<file path="src/hdl/source_token_scanner_macros.svh">
`ifndef SOURCE_TOKEN_SCANNER_MACROS_SVH
`define SOURCE_TOKEN_SCANNER_MACROS_SVH

// same-cycle implication, checking switched off while reset is high
`define STS_ASSERT_NOW(label, clk, rst, ante, cons, msg) \
  label: assert property (@(posedge clk) disable iff (rst) (ante) |-> (cons)) \
    else $error(msg);

// next-cycle implication, checking switched off while reset is high
`define STS_ASSERT_NEXT(label, clk, rst, ante, cons, msg) \
  label: assert property (@(posedge clk) disable iff (rst) (ante) |=> (cons)) \
    else $error(msg);

`endif

</file>
<file path="src/hdl/sts_pkg.sv">
package sts_pkg;

  // input item modes
  localparam logic [1:0] MODE_CHAR    = 2'd0;
  localparam logic [1:0] MODE_EOL     = 2'd1;
  localparam logic [1:0] MODE_RESTART = 2'd2;
  localparam logic [1:0] MODE_NONE    = 2'd3;

  // token kinds as they leave the block
  typedef enum logic [4:0] {
    KIND_ERR, KIND_ID, KIND_WHILE, KIND_IF, KIND_ELSE, KIND_READ, KIND_WRITE,
    KIND_INT, KIND_REAL, KIND_INT_LIT, KIND_REAL_LIT, KIND_PLUS, KIND_MINUS,
    KIND_TIMES, KIND_DIV, KIND_ASSIGN, KIND_LESS, KIND_EQUAL, KIND_UNEQUAL,
    KIND_LPAREN, KIND_RPAREN, KIND_SEMI, KIND_LBRACE, KIND_RBRACE,
    KIND_LBRACKET, KIND_RBRACKET
  } token_kind_t;

  // one token as it leaves the block
  typedef struct packed {
    logic [4:0]  token_kind;
    logic [15:0] line_number;
    logic [7:0]  start_column;
    logic [7:0]  token_length;
    logic [15:0] error_count;
    logic        last;
  } token_t;

  // tokens produced by one accepted item, in order
  typedef struct packed {
    logic [1:0] count;
    token_t     first;
    token_t     second;
  } push_t;

  // output queue status seen by the input side
  typedef struct packed {
    logic [1:0] fill;
    logic       room;
  } queue_status_t;

endpackage

</file>
<file path="src/hdl/sts_in_if.sv">
interface sts_in_if;
  logic       valid;
  logic       ready;
  logic [1:0] mode;
  logic [7:0] character;

  modport source (output valid, output mode, output character, input ready);
  modport sink (input valid, input mode, input character, output ready);
endinterface

</file>
<file path="src/hdl/sts_out_if.sv">
interface sts_out_if;
  logic        valid;
  logic        ready;
  logic [4:0]  token_kind;
  logic [15:0] line_number;
  logic [7:0]  start_column;
  logic [7:0]  token_length;
  logic [15:0] error_count;
  logic        last;

  modport source (
    output valid, output token_kind, output line_number, output start_column,
    output token_length, output error_count, output last, input ready
  );
  modport sink (
    input valid, input token_kind, input line_number, input start_column,
    input token_length, input error_count, input last, output ready
  );
endinterface

</file>
<file path="src/hdl/sts_scan_core.sv">
module sts_scan_core
  import sts_pkg::*;
#(
  parameter int LINE_MAX         = 256,
  parameter int LINE_NUMBER_BITS = 16,
  parameter int ERROR_COUNT_BITS = 16
) (
  input  logic       clk,
  input  logic       rst,
  input  logic       fire,
  input  logic [1:0] mode,
  input  logic [7:0] character,
  output push_t      push
);

  localparam int COL_BITS = $clog2(LINE_MAX);
  localparam logic [COL_BITS-1:0] COL_LAST = COL_BITS'(LINE_MAX - 1);

  // keyword text, first character in the lowest byte, zero padded
  localparam logic [4:0][7:0] KW_WHILE = {"e", "l", "i", "h", "w"};
  localparam logic [4:0][7:0] KW_IF    = {8'h00, 8'h00, 8'h00, "f", "i"};
  localparam logic [4:0][7:0] KW_ELSE  = {8'h00, "e", "s", "l", "e"};
  localparam logic [4:0][7:0] KW_READ  = {8'h00, "d", "a", "e", "r"};
  localparam logic [4:0][7:0] KW_WRITE = {"e", "t", "i", "r", "w"};
  localparam logic [4:0][7:0] KW_INT   = {8'h00, 8'h00, "t", "n", "i"};
  localparam logic [4:0][7:0] KW_REAL  = {8'h00, "l", "a", "e", "r"};

  typedef enum logic [3:0] {
    ST_IDLE, ST_IDENT, ST_NUM, ST_NUMERR, ST_SLASH, ST_LESS, ST_EQ,
    ST_COMMENT, ST_CSTAR
  } scan_state_t;

  function automatic logic [4:0] ident_kind(input logic [4:0][7:0] text,
                                            input logic [7:0] len,
                                            input logic uscore);
    logic [4:0] kind;
    kind = KIND_ID;
    if (uscore)                                  kind = KIND_ERR;
    else if (len == 8'd5 && text == KW_WHILE)    kind = KIND_WHILE;
    else if (len == 8'd2 && text == KW_IF)       kind = KIND_IF;
    else if (len == 8'd4 && text == KW_ELSE)     kind = KIND_ELSE;
    else if (len == 8'd4 && text == KW_READ)     kind = KIND_READ;
    else if (len == 8'd5 && text == KW_WRITE)    kind = KIND_WRITE;
    else if (len == 8'd3 && text == KW_INT)      kind = KIND_INT;
    else if (len == 8'd4 && text == KW_REAL)     kind = KIND_REAL;
    return kind;
  endfunction

  function automatic logic [4:0] single_kind(input logic [7:0] c);
    logic [4:0] kind;
    case (c)
      "+":     kind = KIND_PLUS;
      "-":     kind = KIND_MINUS;
      "*":     kind = KIND_TIMES;
      "(":     kind = KIND_LPAREN;
      ")":     kind = KIND_RPAREN;
      ";":     kind = KIND_SEMI;
      "{":     kind = KIND_LBRACE;
      "}":     kind = KIND_RBRACE;
      "[":     kind = KIND_LBRACKET;
      "]":     kind = KIND_RBRACKET;
      default: kind = KIND_ERR;
    endcase
    return kind;
  endfunction

  // scanner state
  scan_state_t                 state, state_next;
  logic [LINE_NUMBER_BITS-1:0] line_count, line_next;
  logic [COL_BITS-1:0]         column, column_next;
  logic [COL_BITS-1:0]         token_start, start_next;
  logic [7:0]                  token_len, len_next;
  logic [1:0]                  dot_count, dots_next;
  logic                        uscore, uscore_next;
  logic [4:0][7:0]             kw_buf, kw_next;
  logic [ERROR_COUNT_BITS-1:0] error_total, errors_next;

  // per-item decode
  logic [7:0]                  ch;
  logic                        is_letter, is_digit, is_word;
  logic                        overlong;
  logic [LINE_NUMBER_BITS-1:0] line_inc;
  scan_state_t                 post_close;
  logic                        pend;
  logic [4:0]                  close_kind;
  logic                        close_fire, take_fire, fall, grow, start_token;
  scan_state_t                 take_state;
  logic [COL_BITS-1:0]         take_col;
  logic [LINE_NUMBER_BITS-1:0] take_line;
  logic [4:0]                  take_kind;
  logic [COL_BITS-1:0]         take_start;
  logic [7:0]                  take_len;
  logic [ERROR_COUNT_BITS-1:0] err_close, err_take;

  // case folding and character classes
  assign ch        = (character inside {["A":"Z"]}) ? character + 8'd32 : character;
  assign is_letter = ch inside {["a":"z"]};
  assign is_digit  = ch inside {["0":"9"]};
  assign is_word   = is_letter || is_digit || (ch == "_");

  assign overlong  = (mode == MODE_CHAR) && (column >= COL_LAST);
  assign line_inc  = (line_count == '1) ? line_count : line_count + 1'b1;

  // token held by the registered state, closed by a character that does not extend it or by a line end
  always_comb begin
    pend       = 1'b1;
    close_kind = KIND_ERR;
    post_close = ST_IDLE;
    case (state)
      ST_IDENT:   close_kind = ident_kind(kw_buf, token_len, uscore);
      ST_NUM: begin
        if (dot_count == 2'd0)      close_kind = KIND_INT_LIT;
        else if (dot_count == 2'd1) close_kind = KIND_REAL_LIT;
        else                        close_kind = KIND_ERR;
      end
      ST_NUMERR:  close_kind = KIND_ERR;
      ST_SLASH:   close_kind = KIND_DIV;
      ST_LESS:    close_kind = KIND_LESS;
      ST_EQ:      close_kind = KIND_ASSIGN;
      ST_COMMENT, ST_CSTAR: begin
        pend       = 1'b0;
        post_close = ST_COMMENT;
      end
      default:    pend = 1'b0;
    endcase
  end

  // next state and the at most two tokens of this beat
  always_comb begin
    state_next  = state;
    line_next   = line_count;
    column_next = column;
    start_next  = token_start;
    len_next    = token_len;
    dots_next   = dot_count;
    uscore_next = uscore;
    kw_next     = kw_buf;
    close_fire  = 1'b0;
    take_fire   = 1'b0;
    fall        = 1'b0;
    grow        = 1'b0;
    start_token = 1'b0;
    take_state  = state;
    take_col    = column;
    take_line   = line_count;
    take_kind   = KIND_ERR;
    take_start  = token_start;
    take_len    = 8'd1;
    if (fire) begin
      case (mode)
        MODE_RESTART: begin
          state_next  = ST_IDLE;
          line_next   = LINE_NUMBER_BITS'(1);
          column_next = '0;
          start_next  = '0;
          len_next    = '0;
          dots_next   = '0;
          uscore_next = 1'b0;
          kw_next     = '0;
        end
        MODE_EOL: begin
          close_fire  = pend;
          state_next  = post_close;
          line_next   = line_inc;
          column_next = '0;
        end
        MODE_CHAR: begin
          // full line: behave as a line end first
          if (overlong) begin
            close_fire = pend;
            take_state = post_close;
            take_line  = line_inc;
            take_col   = '0;
          end
          state_next = take_state;
          line_next  = take_line;
          case (take_state)
            ST_COMMENT: begin
              if (ch == "*") state_next = ST_CSTAR;
            end
            ST_CSTAR: begin
              if (ch == "/")      state_next = ST_IDLE;
              else if (ch != "*") state_next = ST_COMMENT;
            end
            ST_IDENT: begin
              if (is_word) begin
                grow        = 1'b1;
                uscore_next = (ch == "_");
              end else begin
                fall = 1'b1;
              end
            end
            ST_NUM: begin
              if (is_digit || ch == ".") begin
                grow = 1'b1;
                if (ch == "." && dot_count != 2'd2) dots_next = dot_count + 2'd1;
              end else if (is_letter || ch == "_") begin
                grow       = 1'b1;
                state_next = ST_NUMERR;
              end else begin
                fall = 1'b1;
              end
            end
            ST_NUMERR: begin
              if (is_word) grow = 1'b1;
              else         fall = 1'b1;
            end
            ST_SLASH: begin
              if (ch == "*") state_next = ST_COMMENT;
              else           fall = 1'b1;
            end
            ST_LESS: begin
              if (ch == ">") begin
                take_fire  = 1'b1;
                take_kind  = KIND_UNEQUAL;
                take_len   = 8'd2;
                state_next = ST_IDLE;
              end else begin
                fall = 1'b1;
              end
            end
            ST_EQ: begin
              if (ch == "=") begin
                take_fire  = 1'b1;
                take_kind  = KIND_EQUAL;
                take_len   = 8'd2;
                state_next = ST_IDLE;
              end else begin
                fall = 1'b1;
              end
            end
            default: fall = 1'b1;
          endcase

          // close the pending token and start on this character
          if (fall) begin
            close_fire = pend;
            state_next = ST_IDLE;
            take_start = take_col;
            if (is_letter) begin
              state_next  = ST_IDENT;
              start_token = 1'b1;
            end else if (is_digit) begin
              state_next  = ST_NUM;
              start_token = 1'b1;
            end else begin
              case (ch)
                "/": begin
                  state_next  = ST_SLASH;
                  start_token = 1'b1;
                end
                "<": begin
                  state_next  = ST_LESS;
                  start_token = 1'b1;
                end
                "=": begin
                  state_next  = ST_EQ;
                  start_token = 1'b1;
                end
                " ", 8'h09, 8'h00, 8'h0A: begin
                  // separators give nothing
                end
                default: begin
                  take_fire = 1'b1;
                  take_kind = single_kind(ch);
                end
              endcase
            end
          end

          if (grow) begin
            if (token_len < 8'd5) kw_next[token_len[2:0]] = ch;
            if (token_len != 8'd255) len_next = token_len + 8'd1;
          end
          if (start_token) begin
            start_next  = take_col;
            len_next    = 8'd1;
            dots_next   = '0;
            uscore_next = 1'b0;
            kw_next     = {32'h0, ch};
          end
          column_next = take_col + 1'b1;
        end
        default: begin
          // the none mode is ignored
        end
      endcase
    end
  end

  // running error count, saturating, counted token by token, cleared on restart
  always_comb begin
    err_close = error_total;
    if (close_fire && close_kind == KIND_ERR && error_total != '1)
      err_close = error_total + 1'b1;
    err_take = err_close;
    if (take_fire && take_kind == KIND_ERR && err_close != '1)
      err_take = err_close + 1'b1;
    errors_next = (fire && mode == MODE_RESTART) ? '0 : err_take;
  end

  // tokens handed to the output queue, closed token first
  always_comb begin
    token_t tok_close;
    token_t tok_take;
    tok_close.token_kind   = close_kind;
    tok_close.line_number  = 16'(line_count);
    tok_close.start_column = 8'(token_start);
    tok_close.token_length = token_len;
    tok_close.error_count  = 16'(err_close);
    tok_close.last         = !take_fire;
    tok_take.token_kind    = take_kind;
    tok_take.line_number   = 16'(take_line);
    tok_take.start_column  = 8'(take_start);
    tok_take.token_length  = take_len;
    tok_take.error_count   = 16'(err_take);
    tok_take.last          = 1'b1;
    push.count  = {1'b0, close_fire} + {1'b0, take_fire};
    push.first  = close_fire ? tok_close : tok_take;
    push.second = tok_take;
  end

  always_ff @(posedge clk) begin
    if (rst) begin
      state       <= ST_IDLE;
      line_count  <= LINE_NUMBER_BITS'(1);
      column      <= '0;
      token_start <= '0;
      token_len   <= '0;
      dot_count   <= '0;
      uscore      <= 1'b0;
      kw_buf      <= '0;
      error_total <= '0;
    end else begin
      state       <= state_next;
      line_count  <= line_next;
      column      <= column_next;
      token_start <= start_next;
      token_len   <= len_next;
      dot_count   <= dots_next;
      uscore      <= uscore_next;
      kw_buf      <= kw_next;
      error_total <= errors_next;
    end
  end

endmodule

</file>
<file path="src/hdl/sts_out_queue.sv">
module sts_out_queue
  import sts_pkg::*;
(
  input  logic            clk,
  input  logic            rst,
  input  push_t           push,
  sts_out_if.source       tokens,
  output queue_status_t   status
);

  logic [1:0] fill;
  token_t     head, tail;
  logic       pop;

  assign pop = tokens.valid && tokens.ready;

  // room for a full pair once the head beat has gone
  assign status.fill = fill;
  assign status.room = (fill == 2'd0) || (fill == 2'd1 && tokens.ready);

  always_ff @(posedge clk) begin
    if (rst) begin
      fill <= '0;
    end else begin
      fill <= fill - {1'b0, pop} + push.count;
    end
  end

  // a push only lands in an empty or draining queue
  always_ff @(posedge clk) begin
    if (push.count != 2'd0) begin
      head <= push.first;
      tail <= push.second;
    end else if (pop) begin
      head <= tail;
    end
  end

  assign tokens.valid        = (fill != 2'd0);
  assign tokens.token_kind   = head.token_kind;
  assign tokens.line_number  = head.line_number;
  assign tokens.start_column = head.start_column;
  assign tokens.token_length = head.token_length;
  assign tokens.error_count  = head.error_count;
  assign tokens.last         = head.last;

endmodule

</file>
<file path="src/hdl/source_token_scanner.sv">
// channel  dir  payload                                          beats per item
// chars    in   mode, character                                  one
// tokens   out  token_kind, line_number, start_column,           zero to two
//               token_length, error_count, last
//
// one character beat is taken per cycle while the queue has room; the scan state
// decides it in the same cycle; the resulting tokens land in a two-entry output queue
// an item giving two tokens fills the queue: chars.ready drops until the first has left
// chars.ready follows queue room, so a stall on tokens holds back chars
// rst is synchronous and clears the scan state, line to one and the counts to zero
module source_token_scanner
  import sts_pkg::*;
#(
  parameter int LINE_MAX         = 256,
  parameter int LINE_NUMBER_BITS = 16,
  parameter int ERROR_COUNT_BITS = 16
) (
  input  logic      clk,
  input  logic      rst,
  sts_in_if.sink    chars,
  sts_out_if.source tokens
);

  push_t         push;
  queue_status_t q_status;
  logic          fire;

  assign chars.ready = q_status.room;
  assign fire        = chars.valid && q_status.room;

  sts_scan_core #(
    .LINE_MAX         (LINE_MAX),
    .LINE_NUMBER_BITS (LINE_NUMBER_BITS),
    .ERROR_COUNT_BITS (ERROR_COUNT_BITS)
  ) u_core (
    .clk       (clk),
    .rst       (rst),
    .fire      (fire),
    .mode      (chars.mode),
    .character (chars.character),
    .push      (push)
  );

  sts_out_queue u_queue (
    .clk    (clk),
    .rst    (rst),
    .push   (push),
    .tokens (tokens),
    .status (q_status)
  );

`include "source_token_scanner_macros.svh"

  // a token that is not the last of its item has its partner queued behind it
  `STS_ASSERT_NOW(a_pair_queued, clk, rst, tokens.valid && !tokens.last, q_status.fill == 2'd2, "non-last token without partner")

  // restart and the none mode give no token
  `STS_ASSERT_NEXT(a_restart_quiet, clk, rst, fire && (chars.mode == MODE_RESTART || chars.mode == MODE_NONE), !tokens.valid, "token after restart or idle mode")

  // tokens only come from an accepted beat
  `STS_ASSERT_NOW(a_push_on_fire, clk, rst, !fire, push.count == 2'd0, "token pushed without accepted beat")

endmodule
</file>
<file path="src/flat_wrapper.sv">
// flat-port wrapper written by rule: the top's interface ports become plain ports
module source_token_scanner_flat import sts_pkg::*;
#(
  parameter int LINE_MAX         = 256,
  parameter int LINE_NUMBER_BITS = 16,
  parameter int ERROR_COUNT_BITS = 16
)
  (clk, rst, chars_valid, chars_mode, chars_character, chars_ready, tokens_valid, tokens_token_kind, tokens_line_number, tokens_start_column, tokens_token_length, tokens_error_count, tokens_last, tokens_ready);
  sts_in_if chars_i ();
  sts_out_if tokens_i ();
  input  logic clk;
  input  logic rst;
  input wire logic [$bits(chars_i.valid)-1:0] chars_valid;
  input wire logic [$bits(chars_i.mode)-1:0] chars_mode;
  input wire logic [$bits(chars_i.character)-1:0] chars_character;
  output wire logic [$bits(chars_i.ready)-1:0] chars_ready;
  output wire logic [$bits(tokens_i.valid)-1:0] tokens_valid;
  output wire logic [$bits(tokens_i.token_kind)-1:0] tokens_token_kind;
  output wire logic [$bits(tokens_i.line_number)-1:0] tokens_line_number;
  output wire logic [$bits(tokens_i.start_column)-1:0] tokens_start_column;
  output wire logic [$bits(tokens_i.token_length)-1:0] tokens_token_length;
  output wire logic [$bits(tokens_i.error_count)-1:0] tokens_error_count;
  output wire logic [$bits(tokens_i.last)-1:0] tokens_last;
  input wire logic [$bits(tokens_i.ready)-1:0] tokens_ready;
  assign chars_i.valid = chars_valid;
  assign chars_i.mode = chars_mode;
  assign chars_i.character = chars_character;
  assign chars_ready = chars_i.ready;
  assign tokens_valid = tokens_i.valid;
  assign tokens_token_kind = tokens_i.token_kind;
  assign tokens_line_number = tokens_i.line_number;
  assign tokens_start_column = tokens_i.start_column;
  assign tokens_token_length = tokens_i.token_length;
  assign tokens_error_count = tokens_i.error_count;
  assign tokens_last = tokens_i.last;
  assign tokens_i.ready = tokens_ready;
  source_token_scanner #(.LINE_MAX(LINE_MAX), .LINE_NUMBER_BITS(LINE_NUMBER_BITS), .ERROR_COUNT_BITS(ERROR_COUNT_BITS)) u_core (.clk(clk), .rst(rst), .chars(chars_i), .tokens(tokens_i));
endmodule
</file>
<file path="config.mk">
export PLATFORM = sky130hd
export DESIGN_NAME = source_token_scanner_flat
export DESIGN_NICKNAME = d
export VERILOG_FILES = /design/src/hdl/sts_pkg.sv /design/src/hdl/sts_in_if.sv /design/src/hdl/sts_out_if.sv /design/src/hdl/sts_scan_core.sv /design/src/hdl/sts_out_queue.sv /design/src/hdl/source_token_scanner.sv /design/src/flat_wrapper.sv
export VERILOG_INCLUDE_DIRS = /design/src /design/src/hdl
export SDC_FILE = /design/constraint.sdc
export NUM_CORES = 1
export LEC_CHECK = 0
export ABC_AREA = 1
export BUFFER_PORTS_ARGS = -buffer_cell sky130_fd_sc_hd__buf_2
export CORE_ASPECT_RATIO = 1.25
export CORE_MARGIN = 4
export CORE_UTILIZATION = 48
export CTS_BUF_LIST = sky130_fd_sc_hd__clkbuf_8
export DETAILED_ROUTE_END_ITERATION = 12
export PLACE_DENSITY = 0.65
export REMOVE_ABC_BUFFERS = 1
export SYNTH_ARGS = -nofsm -noshare
export SYNTH_HDL_FRONTEND = slang
export SYNTH_SLANG_ARGS = --single-unit
</file>
<file path="constraint.sdc">
create_clock -name clk -period 17.6 [get_ports clk]
set_input_delay 0.88 -clock clk [delete_from_list [all_inputs] [get_ports clk]]
set_output_delay 0.88 -clock clk [all_outputs]
set_load 0.1 [all_outputs]
</file>
==> insert_results.sql, run 1 <==
INSERT INTO impl_metrics (metric_group, metric, value, unit) VALUES
('sta', 'finalHoldViolations', '0', ''),
('clocking', 'cts_max_level', '2', ''),
('cells_and_area', 'post-route-util', '53.7', '%'),
('routing', 'drt-wirelength-per-cell', '16.3', 'um'),
('placed_design', 'placed_cells', '2081', ''),
('synth', 'synth.yosys.warnings', '0', ''),
('die', 'initial_core_utilization', '48.7', '%'),
('grt', 'grt_antenna_before_repair', '0', ''),
('synth', 'async_reset_ff_share', '0', '%'),
('clocking', 'clk_transition_reported_paths', '0.06', 'ns'),
('cells_and_area', 'stdcell_area', '13600', 'um2'),
('clocking', 'clock_latency', '0.55', 'ns'),
('die', 'pin_count', '70', ''),
('die', 'die_height', '187', 'um'),
('power_and_ir_drop', 'irDropWorstVdd', '0.0551', 'mV'),
('hold_path', 'hold_class', 'flop to flop', ''),
('die', 'rows', '65', ''),
('routing', 'drt.antenna.violating_nets', '0', ''),
('routing', 'drt_drc_violations_left', '0', ''),
('worst_setup_path', 'crit_type', 'primary input to flop', ''),
('grt', 'vias_in_the_first_global_route', '11400', ''),
('placed_design', 'post_dp_cell_area', '12900', 'um2'),
('cells_and_area', 'drive_gt1_share', '10.8', '%'),
('synth', 'synth.most_common_cell', 'sky130_fd_sc_hd__nand2_1', ''),
('synth', 'post-synth-top-area-cell', 'sky130_fd_sc_hd__edfxtp_1', ''),
('cells_and_area', 'num-nets-final', '1815', ''),
('clocking', 'cts_tree', 'built', ''),
('power_and_ir_drop', 'power_frac_comb', '30.2', '%'),
('synth', 'synth_area', '12300', 'um2'),
('cells_and_area', 'area_of_the_multi_input_gates', '6130', 'um2'),
('power_and_ir_drop', 'power.share.sequential', '40.6', '%'),
('sta', 'fmax', '174', 'MHz'),
('worst_setup_path', 'crit_end_element', 'flop', ''),
('clocking', 'post_cts_resize_count', '0', ''),
('routing', 'post_route_wl', '34.9', 'mm'),
('grt', 'grtUsageTotal', '24.7', '%'),
('worst_setup_path', 'crit_path_top_delay_cell', 'sky130_fd_sc_hd__ha_2', ''),
('synth', 'syn-instance-count', '1727', ''),
('sta', 'tightest_pin_transition', '1.15', 'ns'),
('synth', 'synth_cell_type_count', '48', ''),
('synth', 'post_synth_main_area_contributors', 'sky130_fd_sc_hd__edfxtp_1 25%, sky130_fd_sc_hd__dfxtp_1 17%, sky130_fd_sc_hd__nand2_1 14%', ''),
('power_and_ir_drop', 'p_clk_share', '29.2', '%'),
('die', 'core', '25300', 'um2'),
('clocking', 'tritoncts_num_sinks', '206', ''),
('power_and_ir_drop', 'power_per_cell_area', '106', 'nW/um2'),
('synth', 'synth_edf_count', '101', ''),
('routing', 'routed_via_density', '5.42', ''),
('synth', 'ys_seq_area_share', '41.7', '%'),
('synth', 'synth_commonest_cells', '455 x sky130_fd_sc_hd__nand2_1, 206 x sky130_fd_sc_hd__inv_1, 177 x sky130_fd_sc_hd__nor2_1, 134 x sky130_fd_sc_hd__o21ai_0, 105 x sky130_fd_sc_hd__dfxtp_1', ''),
('sta', 'layout_setup_ws', '11.85', 'ns'),
('placed_design', 'post-place-ws', '11.32', 'ns'),
('routing', 'number_of_drc_violations_after_detailed_routing_iteration_0', '647', ''),
('sta', 'period_share', '32.7', '%'),
('cells_and_area', 'seqCellArea', '5130', 'um2'),
('worst_setup_path', 'startpoint_type', 'primary input', ''),
('synth', 'mapped_avg_cell_area', '7.13', 'um2'),
('power_and_ir_drop', 'internal-power', '842', 'uW'),
('cells_and_area', 'areaGrowthSynthToFinish', '10.3', '%'),
('sta', 'unrepaired_setup_endpoints_after_global_routing', 'no', ''),
('grt', 'globalRouteOverflowTotal', '0', ''),
('die', 'die_footprint', '28300', 'um2'),
('cells_and_area', 'fillers', '2542', ''),
('worst_setup_path', 'worst-endpoint-arrival', '6.05', 'ns'),
('sta', 'setup-tns-final', '0', 'ns'),
('clocking', 'post_cts_buffers', '0', ''),
('placed_design', 'dp_hpwl', '25.1', 'mm'),
('worst_setup_path', 'worst_ep_required_time', '17.90', 'ns'),
('worst_setup_path', 'cp_common_cell', 'sky130_fd_sc_hd__nand2_1', ''),
('power_and_ir_drop', 'total_switching_power', '594', 'uW'),
('worst_setup_path', 'path_cells', 'buf_2, nor2_2, nand3_1, nor2_2, nand2_1, nand2_1, nand3_2, nor2_2, nor2_1, nand3_1, nand2_1, nor2_4, nand3_1, inv_1, nor2_4, a21oi_1, ha_2, inv_2, buf_4, o21ai_0, inv_1, nand2_1, nand2_1', ''),
('outcome', 'run_status', 'complete, no violations', '');
cells by family after synthesis:
logic type | synth area share [%]
AOI/OAI and AO/OA | 13.1
and+or+nand+nor | 32.5
xor gates and xnor gates | 2.35
adders and majority gates | 1.73
DFF | 41.7
buffers and inverters | 8.61
area by class of cell:
cell class                      count  area share (%)
Inverter                          216            5.97
Tap cell                          335            3.09
Timing Repair Buffer               76            2.93
Sequential cell                   206            37.8
Clock buffer                       42            4.26
Clock inverter                     23           0.737
Multi-Input combinational cell   1248            45.2
worst min-delay path, delay by kind of cell, from the launching register on:
kind          cells  cell delay [ns]
flops             1             0.30
simple gates      2             0.10
layer usage:
metal	global-route usage (%)	part of all wire, %	vias up
met4	9.53	3.4	0
met5	0	0	-
met2	44.5	52	326
li1	-	-	5840
met1	28.8	40	5380
met3	4.24	4.9	84
worst paths after layout:
check / from / endpoint / slack (ns) / depth (start not counted)
worst max-delay path: chars_mode[1] / u_core.u_queue.tokens.error_count[7]$_DFFE_PP_ / 11.85 / 23
worst min-delay path: u_core.u_core.kw_buf[39]$_SDFFE_PP0P_ / u_core.u_core.kw_buf[39]$_SDFFE_PP0P_ / 0.44 / 2
worst max register to register: u_core.u_core.column[5]$_SDFFE_PP0P_ / u_core.u_queue.tokens.error_count[7]$_DFFE_PP_ / 12.33 / 21
worst min register to register: u_core.u_core.kw_buf[39]$_SDFFE_PP0P_ / u_core.u_core.kw_buf[39]$_SDFFE_PP0P_ / 0.44 / 2
cell usage in the layout, fill, tap and decap left out, types with 30 or more instances in the layout:
cell type,instances
sky130_fd_sc_hd__a21oi_1,104
sky130_fd_sc_hd__buf_2,69
sky130_fd_sc_hd__clkbuf_8,42
sky130_fd_sc_hd__dfxtp_1,105
sky130_fd_sc_hd__edfxtp_1,101
sky130_fd_sc_hd__inv_1,219
sky130_fd_sc_hd__nand2_1,454
sky130_fd_sc_hd__nand3_1,99
sky130_fd_sc_hd__nand4_1,46
sky130_fd_sc_hd__nor2_1,177
sky130_fd_sc_hd__nor3_1,50
sky130_fd_sc_hd__o21ai_0,133
sky130_fd_sc_hd__xor2_1,30
power groups by stage:
stage | Combinational, uW | Sequential, uW | Clock (uW)
finish | 434 | 583 | 419
global route | 461 | 588 | 454
CTS | 436 | 584 | 430
detailed placement | 436 | 594 | 0
global placement | 434 | 593 | 0
floorplan | 138 | 801 | 0
state kept, by name (all words and copies together), names as in the netlist, 4 cells and up:
| signal | cells |
|---|---|
| u_core.u_queue.tokens.start_column | 8 |
| u_core.u_queue.tokens.token_length | 8 |
| u_core.u_core.column | 8 |
| u_core.u_queue.tail | 47 |
| u_core.u_core.token_len | 8 |
| u_core.u_core.token_start | 8 |
| u_core.u_queue.tokens.error_count | 16 |
| u_core.u_core.error_total | 16 |
| u_core.u_core.state | 4 |
| u_core.u_queue.tokens.line_number | 16 |
| u_core.u_core.kw_buf | 40 |
| u_core.u_queue.tokens.token_kind | 5 |
| u_core.u_core.line_count | 16 |
per-stage QoR:
stage | power, uW | hold WS, ns
3_5_place_dp | 1030 | 0.437
5_1_grt | 1500 | 0.470
2_1_floorplan | 940 | 0.419
3_3_place_gp | 1030 | 0.432
6_report | 1440 | 0.441
4_1_cts | 1450 | 0.447
No activity file was read; power rests on OpenSTA's default activity.
==> run 2, diff against run 1 <==
--- a/config.mk
+++ b/config.mk
@@ -6,7 +6,7 @@
 export SDC_FILE = /design/constraint.sdc
 export NUM_CORES = 1
 export LEC_CHECK = 0
-export ABC_AREA = 1
+export ABC_AREA = 0
 export BUFFER_PORTS_ARGS = -buffer_cell sky130_fd_sc_hd__buf_2
 export CORE_ASPECT_RATIO = 1.25
 export CORE_MARGIN = 4
==> constraint.sdc (replaced) <==
create_clock -name clk -period 5.8 [get_ports clk]
set_input_delay 0.29 -clock clk [delete_from_list [all_inputs] [get_ports clk]]
set_output_delay 0.29 -clock clk [all_outputs]
set_load 0.1 [all_outputs]
==> insert_results.sql, run 2 <==
INSERT INTO impl_metrics (metric_group, metric, value, unit) VALUES
('sta', 'unrepaired_setup_endpoints_after_global_routing', 'no', ''),
('synth', 'yosysTopAreaCellShare', '25.0', '%'),
('synth', 'post_synth_xor_area_fraction', '3.03', '%'),
('die', 'pin_count', '70', ''),
('routing', 'detail_route.first_pass.iterations', '6', ''),
('clocking', 'post_cts_resize_count', '0', ''),
('die', 'die_height', '186', 'um'),
('grt', 'grt_max_degree', '71', ''),
('die', 'rows', '64', ''),
('power_and_ir_drop', 'irDropWorstVdd', '0.204', 'mV'),
('clocking', 'post_cts_buffers', '0', ''),
('worst_setup_path', 'cp_common_cell', 'sky130_fd_sc_hd__o21ai_0', ''),
('synth', 'ys_seq_area_share', '42.3', '%'),
('synth', 'ys_ff_latch', '206', ''),
('grt', 'grt_first_pass_wirelength', '56.0', 'mm'),
('clocking', 'ctsHoldBuffers', '0', ''),
('sta', 'tightest_pin_transition', '1.22', 'ns'),
('synth', 'syn-instance-count', '1383', ''),
('sta', 'setup-tns-final', '0', 'ns'),
('cells_and_area', 'insertedDiodeCount', '0', ''),
('worst_setup_path', 'timing.critical_path.buf_inv', '1', ''),
('outcome', 'run_status', 'complete, no violations', ''),
('worst_setup_path', 'crit_type', 'flop to flop', ''),
('routing', 'drt_drc_violations_left', '0', ''),
('worst_setup_path', 'worst-endpoint-arrival', '5.64', 'ns'),
('clocking', 'tritoncts_num_sinks', '206', ''),
('clocking', 'cts_max_level', '2', ''),
('cells_and_area', 'largest_register_ff_count', '47', ''),
('grt', 'top_usage_layer', 'met2', ''),
('routing', 'drt.antenna.violating_nets', '0', ''),
('worst_setup_path', 'crit_end_element', 'flop', ''),
('die', 'die-width', '150', 'um'),
('worst_setup_path', 'path_cells', 'or4_1, nor4_1, nand3_1, o21ai_0, o21ai_0, a211o_4, nor2_1, xnor2_1, inv_1, ha_1, nor4b_2, or2_2, a41o_1, o31a_1, o31ai_1', ''),
('sta', 'maxSlewHeadroom', '18.8', '%'),
('synth', 'synth_compound_area_share', '19.5', '%'),
('power_and_ir_drop', 'design_power_total', '4180', 'uW'),
('die', 'die_footprint', '27900', 'um2'),
('sta', 'maxSlewViolCount', '0', ''),
('grt', 'met2_usage', '43.8', '%'),
('synth', 'synth_area', '12100', 'um2'),
('placed_design', 'placed_cells', '1730', ''),
('routing', 'drt-wirelength-per-cell', '19.3', 'um'),
('clocking', 'clock_tree.root_cell', 'sky130_fd_sc_hd__clkbuf_8', ''),
('grt', 'vias_in_the_first_global_route', '10600', ''),
('grt', 'globalRouteOverflowTotal', '0', ''),
('placed_design', 'gpl.final_weighted_congestion', '0.945', ''),
('synth', 'synth_simple_gate_area_share', '27.5', '%'),
('sta', 'fmax', '189', 'MHz'),
('sta', 'clock_skew', '0.0254', 'ns'),
('cells_and_area', 'num-nets-final', '1468', ''),
('routing', 'routed_via_density', '6.08', ''),
('synth', 'synthMuxAreaShare', '2.14', '%'),
('cells_and_area', 'layout_commonest_cell', 'sky130_fd_sc_hd__nand2_1', ''),
('power_and_ir_drop', 'power_per_cell_area', '311', 'nW/um2'),
('placed_design', 'dp_hpwl', '24.8', 'mm'),
('grt', 'grt_antenna_before_repair', '0', ''),
('cells_and_area', 'top_regs', 'u_core.u_queue.tail: 47 flops, u_core.u_core.kw_buf: 40 flops', ''),
('synth', 'synth.yosys.warnings', '0', ''),
('synth', 'synth_cell_type_count', '100', ''),
('worst_setup_path', 'worst_ep_required_time', '6.16', 'ns'),
('sta', 'finalCriticalPeriod', '5.29', 'ns'),
('clocking', 'cts_buffer_depth', '3', ''),
('cells_and_area', 'layout.cells.most_common_list', '153 x sky130_fd_sc_hd__nand2_1, 152 x sky130_fd_sc_hd__nor2_1, 105 x sky130_fd_sc_hd__dfxtp_1', ''),
('sta', 'finalHoldViolations', '0', ''),
('clocking', 'cts-buffers-inserted', '35', ''),
('synth', 'post-synth-top-area-cell', 'sky130_fd_sc_hd__edfxtp_1', ''),
('synth', 'synth_edf_count', '101', ''),
('cells_and_area', 'post-route-util', '54.5', '%'),
('worst_setup_path', 'timing.critical_path.max_delay_family', 'simple AND/OR/NAND/NOR gates', ''),
('synth', 'synth.most_common_cell', 'sky130_fd_sc_hd__nand2_1', ''),
('worst_setup_path', 'cpPeakStageDelay', '0.59', 'ns'),
('synth', 'mapped_avg_cell_area', '8.77', 'um2'),
('synth', 'post_synth_main_area_contributors', 'sky130_fd_sc_hd__edfxtp_1 25%, sky130_fd_sc_hd__dfxtp_1 17%, sky130_fd_sc_hd__nand2_1 4.7%', ''),
('power_and_ir_drop', 'leakage', '0.00481', 'uW'),
('clocking', 'cts_tree', 'built', ''),
('clocking', 'clock_latency', '0.55', 'ns'),
('die', 'initial_core_utilization', '49.2', '%'),
('cells_and_area', 'areaGrowthSynthToFinish', '10.7', '%'),
('worst_setup_path', 'critical_path_peak_fanout', '15', ''),
('grt', 'gr-usage-met3', '3.31', '%'),
('die', 'core', '24700', 'um2'),
('clocking', 'clk_transition_reported_paths', '0.06', 'ns'),
('worst_setup_path', 'startpoint_type', 'flop', ''),
('cells_and_area', 'finalNonFillerCells', '1794', ''),
('sta', 'setup_violations', '0', ''),
('routing', 'post_route_wl', '34.7', 'mm'),
('synth', 'main_combinational_cell_family_by_area_after_synthesis', 'simple AND/OR/NAND/NOR gates', ''),
('routing', 'number_of_drc_violations_after_detailed_routing_iteration_0', '670', ''),
('hold_path', 'hold_class', 'primary input to flop', ''),
('synth', 'adder_and_majority_cell_fraction_of_the_synthesized_area', '1.75', '%'),
('worst_setup_path', 'crit_path_top_delay_cell', 'sky130_fd_sc_hd__nor4_1', ''),
('grt', 'grtUsageTotal', '24.9', '%'),
('synth', 'synth_flop_cell', 'sky130_fd_sc_hd__dfxtp_1', ''),
('sta', 'period_share', '91.2', '%'),
('placed_design', 'port_buffers', '69', ''),
('synth', 'synth_commonest_cells', '153 x sky130_fd_sc_hd__nand2_1, 152 x sky130_fd_sc_hd__nor2_1, 105 x sky130_fd_sc_hd__dfxtp_1, 101 x sky130_fd_sc_hd__edfxtp_1, 84 x sky130_fd_sc_hd__o21ai_0', ''),
('cells_and_area', 'drive_gt1_share', '14.0', '%'),
('routing', 'dr_total_vias', '10900', ''),
('grt', 'groute.layer.met1.usage', '31.4', '%'),
('synth', 'async_reset_ff_share', '0', '%'),
('flow_run', 'drv.max_cap_violation_count', '0', ''),
('cells_and_area', 'largest_register', 'u_core.u_queue.tail', '');
run 2: layout make-up:
cell class | count | area [um2]
multi-input cells | 1064 | 6550
repair buffers | 97 | 568
clock buffers | 38 | 523
clock inverters | 26 | 128
flip-flops and latches | 206 | 5130
inverters | 33 | 124
fillers | 2373 | 11200
well taps | 330 | 413
run 2: metrics by stage:
step	hold WS, ns	instance area, um2	setup WS (ns)
after floorplan	0.359	11800	-1.38
after global placement	0.446	12800	0.538
after detailed placement	0.443	12800	0.461
after CTS	0.150	13400	0.569
after global routing	0.204	13400	0.167
final	0.189	13400	0.513
run 2: final timing paths:
| check | start | endpoint | slack [ns] | depth (start not counted) |
|---|---|---|---|---|
| min | chars_mode[0] | u_core.u_core.state[2]$_SDFFE_PP0P_ | 0.19 | 3 |
| min reg2reg | u_core.u_core.kw_buf[15]$_SDFFE_PP0P_ | u_core.u_core.kw_buf[15]$_SDFFE_PP0P_ | 0.45 | 1 |
| max | u_core.u_core.token_len[4]$_SDFFE_PP0P_ | u_core.u_queue.tokens.error_count[5]$_DFFE_PP_ | 0.51 | 15 |
| max reg2reg | u_core.u_core.token_len[4]$_SDFFE_PP0P_ | u_core.u_queue.tokens.error_count[5]$_DFFE_PP_ | 0.51 | 15 |
run 2: power by group:
part | switching, uW | total [uW] | internal [uW]
logic | 1070 | 1230 | 161
clock network | 614 | 1230 | 614
registers | 39.5 | 1720 | 1680
total | 1720 | 4180 | 2460
run 2: cells by family (layout without fill, tap and decap cells):
| family | count (synthesis) | after routing |
|---|---|---|
| flip-flops | 206 | 206 |
| buffers and inverters | 113 | 194 |
| multiplexers | 25 | 25 |
| XOR/XNOR | 42 | 42 |
| AO/OA/AOI/OAI | 339 | 339 |
| AND/OR/NAND/NOR | 641 | 641 |
| adder cells (fa/ha/maj) | 17 | 17 |
run 2: worst register-to-register path, cell delays in order, from the launching register on:
cell and delay [ns]:
sky130_fd_sc_hd__dfxtp_1 0.34, sky130_fd_sc_hd__or4_1 0.55, sky130_fd_sc_hd__nor4_1 0.59, sky130_fd_sc_hd__nand3_1 0.18, sky130_fd_sc_hd__o21ai_0 0.23, sky130_fd_sc_hd__o21ai_0 0.25
sky130_fd_sc_hd__a211o_4 0.44, sky130_fd_sc_hd__nor2_1 0.46, sky130_fd_sc_hd__xnor2_1 0.25, sky130_fd_sc_hd__inv_1 0.10, sky130_fd_sc_hd__ha_1 0.26, sky130_fd_sc_hd__nor4b_2 0.19
sky130_fd_sc_hd__or2_2 0.34, sky130_fd_sc_hd__a41o_1 0.38, sky130_fd_sc_hd__o31a_1 0.33, sky130_fd_sc_hd__o31ai_1 0.23
run 2: per-layer routing:
metal | up-vias | share of wire, %
li1 | 5264 | -
met4 | 0 | 3.0
met1 | 5239 | 43
met3 | 74 | 4.6
met2 | 332 | 50
met5 | - | 0
==> run 3, diff against run 2 <==
--- a/config.mk
+++ b/config.mk
@@ -8,7 +8,7 @@
 export LEC_CHECK = 0
 export ABC_AREA = 0
 export BUFFER_PORTS_ARGS = -buffer_cell sky130_fd_sc_hd__buf_2
-export CORE_ASPECT_RATIO = 1.25
+export CORE_ASPECT_RATIO = 0.75
 export CORE_MARGIN = 4
 export CORE_UTILIZATION = 48
 export CTS_BUF_LIST = sky130_fd_sc_hd__clkbuf_8
==> insert_results.sql, run 3 (synthesis gave the netlist of run 2 again) <==
INSERT INTO impl_metrics (metric_group, metric, value, unit) VALUES
('sta', 'finalCriticalPeriod', '5.24', 'ns'),
('worst_setup_path', 'regToRegEndpoint', 'u_core.u_queue.tokens.error_count[9]$_DFFE_PP_', ''),
('grt', 'grtUsageTotal', '25.1', '%'),
('grt', 'vias_in_the_first_global_route', '10300', ''),
('placed_design', 'gpl.final_weighted_congestion', '0.939', ''),
('cells_and_area', 'top_regs', 'u_core.u_queue.tail: 47 flops, u_core.u_core.kw_buf: 40 flops', ''),
('clocking', 'cts-buffers-inserted', '36', ''),
('power_and_ir_drop', 'power_per_cell_area', '320', 'nW/um2'),
('clocking', 'post_cts_buffers', '0', ''),
('worst_setup_path', 'worst_ep_required_time', '6.05', 'ns'),
('sta', 'unrepaired_setup_endpoints_after_global_routing', 'no', ''),
('worst_setup_path', 'startpoint_type', 'flop', ''),
('sta', 'period_share', '90.3', '%'),
('die', 'rows', '50', ''),
('placed_design', 'placed_cells', '1737', ''),
('clocking', 'cts_tree', 'built', ''),
('clocking', 'clock_latency', '0.53', 'ns'),
('cells_and_area', 'layout_commonest_cell', 'sky130_fd_sc_hd__nand2_1', ''),
('worst_setup_path', 'reg2reg_start', 'u_core.u_core.kw_buf[24]$_SDFFE_PP0P_', ''),
('routing', 'drt.antenna.violating_nets', '0', ''),
('routing', 'detail_route.first_pass.iterations', '5', ''),
('cells_and_area', 'areaGrowthSynthToFinish', '11.3', '%'),
('worst_setup_path', 'crit_type', 'flop to flop', ''),
('routing', 'dr_total_vias', '11000', ''),
('outcome', 'run_status', 'complete, no violations', ''),
('power_and_ir_drop', 'design_power_total', '4320', 'uW'),
('clocking', 'clock_tree.root_cell', 'sky130_fd_sc_hd__clkbuf_8', ''),
('clocking', 'post_cts_resize_count', '0', ''),
('worst_setup_path', 'end_of_the_critical_path', 'u_core.u_queue.tokens.error_count[9]$_DFFE_PP_', ''),
('worst_setup_path', 'reg2reg_slack', '0.56', 'ns'),
('grt', 'grt_max_degree', '55', ''),
('routing', 'post_route_wl', '35.3', 'mm'),
('worst_setup_path', 'worst-endpoint-arrival', '5.49', 'ns'),
('clocking', 'cts_buffer_depth', '3', ''),
('clocking', 'ctsHoldBuffers', '0', ''),
('flow_run', 'drv.max_cap_violation_count', '0', ''),
('cells_and_area', 'layout.cells.most_common_list', '153 x sky130_fd_sc_hd__nand2_1, 152 x sky130_fd_sc_hd__nor2_1, 105 x sky130_fd_sc_hd__dfxtp_1', ''),
('clocking', 'clk_transition_reported_paths', '0.06', 'ns'),
('die', 'core', '24900', 'um2'),
('worst_setup_path', 'worst-r2r-cell-count', '15', ''),
('worst_setup_path', 'critical_path_peak_fanout', '15', ''),
('power_and_ir_drop', 'leakage', '0.00484', 'uW'),
('cells_and_area', 'largest_register_ff_count', '47', ''),
('cells_and_area', 'drive_gt1_share', '13.9', '%'),
('routing', 'drt-wirelength-per-cell', '19.6', 'um'),
('sta', 'clock_skew', '0.0155', 'ns'),
('routing', 'routed_via_density', '6.13', ''),
('placed_design', 'post_dp_cell_area', '12800', 'um2'),
('power_and_ir_drop', 'irDropWorstVdd', '0.328', 'mV'),
('clocking', 'cts_max_level', '2', ''),
('worst_setup_path', 'crit_end_element', 'flop', ''),
('die', 'pin_count', '70', ''),
('die', 'initial_core_utilization', '48.7', '%'),
('die', 'die-width', '192', 'um'),
('die', 'die_height', '146', 'um'),
('cells_and_area', 'num-nets-final', '1468', ''),
('routing', 'number_of_drc_violations_after_detailed_routing_iteration_0', '1067', ''),
('sta', 'fmax', '191', 'MHz'),
('sta', 'maxSlewHeadroom', '26.1', '%'),
('grt', 'grt_antenna_before_repair', '1', ''),
('cells_and_area', 'largest_register', 'u_core.u_queue.tail', ''),
('sta', 'finalHoldViolations', '0', ''),
('sta', 'maxSlewViolCount', '0', ''),
('sta', 'tightest_pin_transition', '1.10', 'ns'),
('hold_path', 'hold_class', 'primary input to flop', ''),
('cells_and_area', 'stdcell_area', '13500', 'um2'),
('grt', 'globalRouteOverflowTotal', '0', ''),
('routing', 'drt_drc_violations_left', '0', ''),
('placed_design', 'dp_hpwl', '25.6', 'mm'),
('sta', 'setup_violations', '0', ''),
('worst_setup_path', 'crit_start', 'u_core.u_core.kw_buf[24]$_SDFFE_PP0P_', ''),
('die', 'die_footprint', '27900', 'um2'),
('grt', 'grt_first_pass_wirelength', '57.3', 'mm'),
('cells_and_area', 'insertedDiodeCount', '0', ''),
('placed_design', 'port_buffers', '69', ''),
('clocking', 'tritoncts_num_sinks', '206', ''),
('cells_and_area', 'finalNonFillerCells', '1803', '');
[run 3: cell count changes in the layout (fill, tap and decap cells not counted), sizes merged]
| cell | previous run | this run |
|---|---|---|
| clkbuf | 38 | 39 |
| clkinvlp | 1 | 2 |
| buf | 97 | 96 |
| clkinv | 15 | 10 |
| bufinv | 0 | 3 |
| inv | 43 | 45 |
[run 3: metal layers]
metal,track usage [%],vias to the layer above,part of all wire [%]
met5,0,-,0.020
met4,4.56,2,1.4
met3,6.38,56,9.8
met2,33.5,518,39
met1,40.7,5203,50
li1,-,5269,-
[run 3: critical path, cell delays in order (launching register included)]
cell and delay (ns):
sky130_fd_sc_hd__dfxtp_1 0.35, sky130_fd_sc_hd__or4_1 0.54, sky130_fd_sc_hd__nor4_1 0.54, sky130_fd_sc_hd__nand3_1 0.18, sky130_fd_sc_hd__o21ai_0 0.22, sky130_fd_sc_hd__o21ai_0 0.22
sky130_fd_sc_hd__a211o_4 0.44, sky130_fd_sc_hd__nor2_1 0.45, sky130_fd_sc_hd__xnor2_1 0.24, sky130_fd_sc_hd__inv_1 0.11, sky130_fd_sc_hd__ha_1 0.26, sky130_fd_sc_hd__nor4b_2 0.19
sky130_fd_sc_hd__or2_2 0.35, sky130_fd_sc_hd__a41o_1 0.39, sky130_fd_sc_hd__nor4b_1 0.37, sky130_fd_sc_hd__o31ai_1 0.10
[run 3: metrics by stage]
| step | util, % | setup WS, ns | hold slack [ns] | setup TNS (ns) |
|---|---|---|---|---|
| floorplan | - | -1.38 | 0.359 | -116.97 |
| global placement | 51.3 | 0.486 | 0.443 | 0 |
| detailed placement | 51.3 | 0.321 | 0.439 | 0 |
| CTS | 54.2 | 0.634 | 0.159 | 0 |
| global route | 54.2 | 0.268 | 0.199 | 0 |
| finish | 54.2 | 0.562 | 0.196 | 0 |
[run 3: worst min path at each step]
stage                                                      from                                    end  slack [ns]  depth (start not counted)
final                                        chars_character[1]  u_core.u_core.kw_buf[33]$_SDFFE_PP0P_        0.20                          3
after global placement    u_core.u_core.kw_buf[39]$_SDFFE_PP0P_  u_core.u_core.kw_buf[39]$_SDFFE_PP0P_        0.44                          1
after CTS                                    chars_character[1]  u_core.u_core.kw_buf[17]$_SDFFE_PP0P_        0.16                          3
after floorplan                                             rst   u_core.u_core.column[7]$_SDFFE_PP0P_        0.36                          1
after global routing                         chars_character[1]  u_core.u_core.kw_buf[17]$_SDFFE_PP0P_        0.20                          3
after detailed placement  u_core.u_core.kw_buf[39]$_SDFFE_PP0P_  u_core.u_core.kw_buf[39]$_SDFFE_PP0P_        0.44                          1
[run 3: report_power, final]
group	internal, uW	switching (uW)
Clock	756	616
Combinational	157	1070
Sequential	1690	41.4
Total	2600	1730
[run 3: area by class of cell]
type,count,area (um2)
clock buffer,39,537
clock inverter,27,193
fill,2363,11400
inverter,33,124
multi-input combinational,1064,6550
sequential,206,5130
tap,338,423
timing repair buffer,96,548
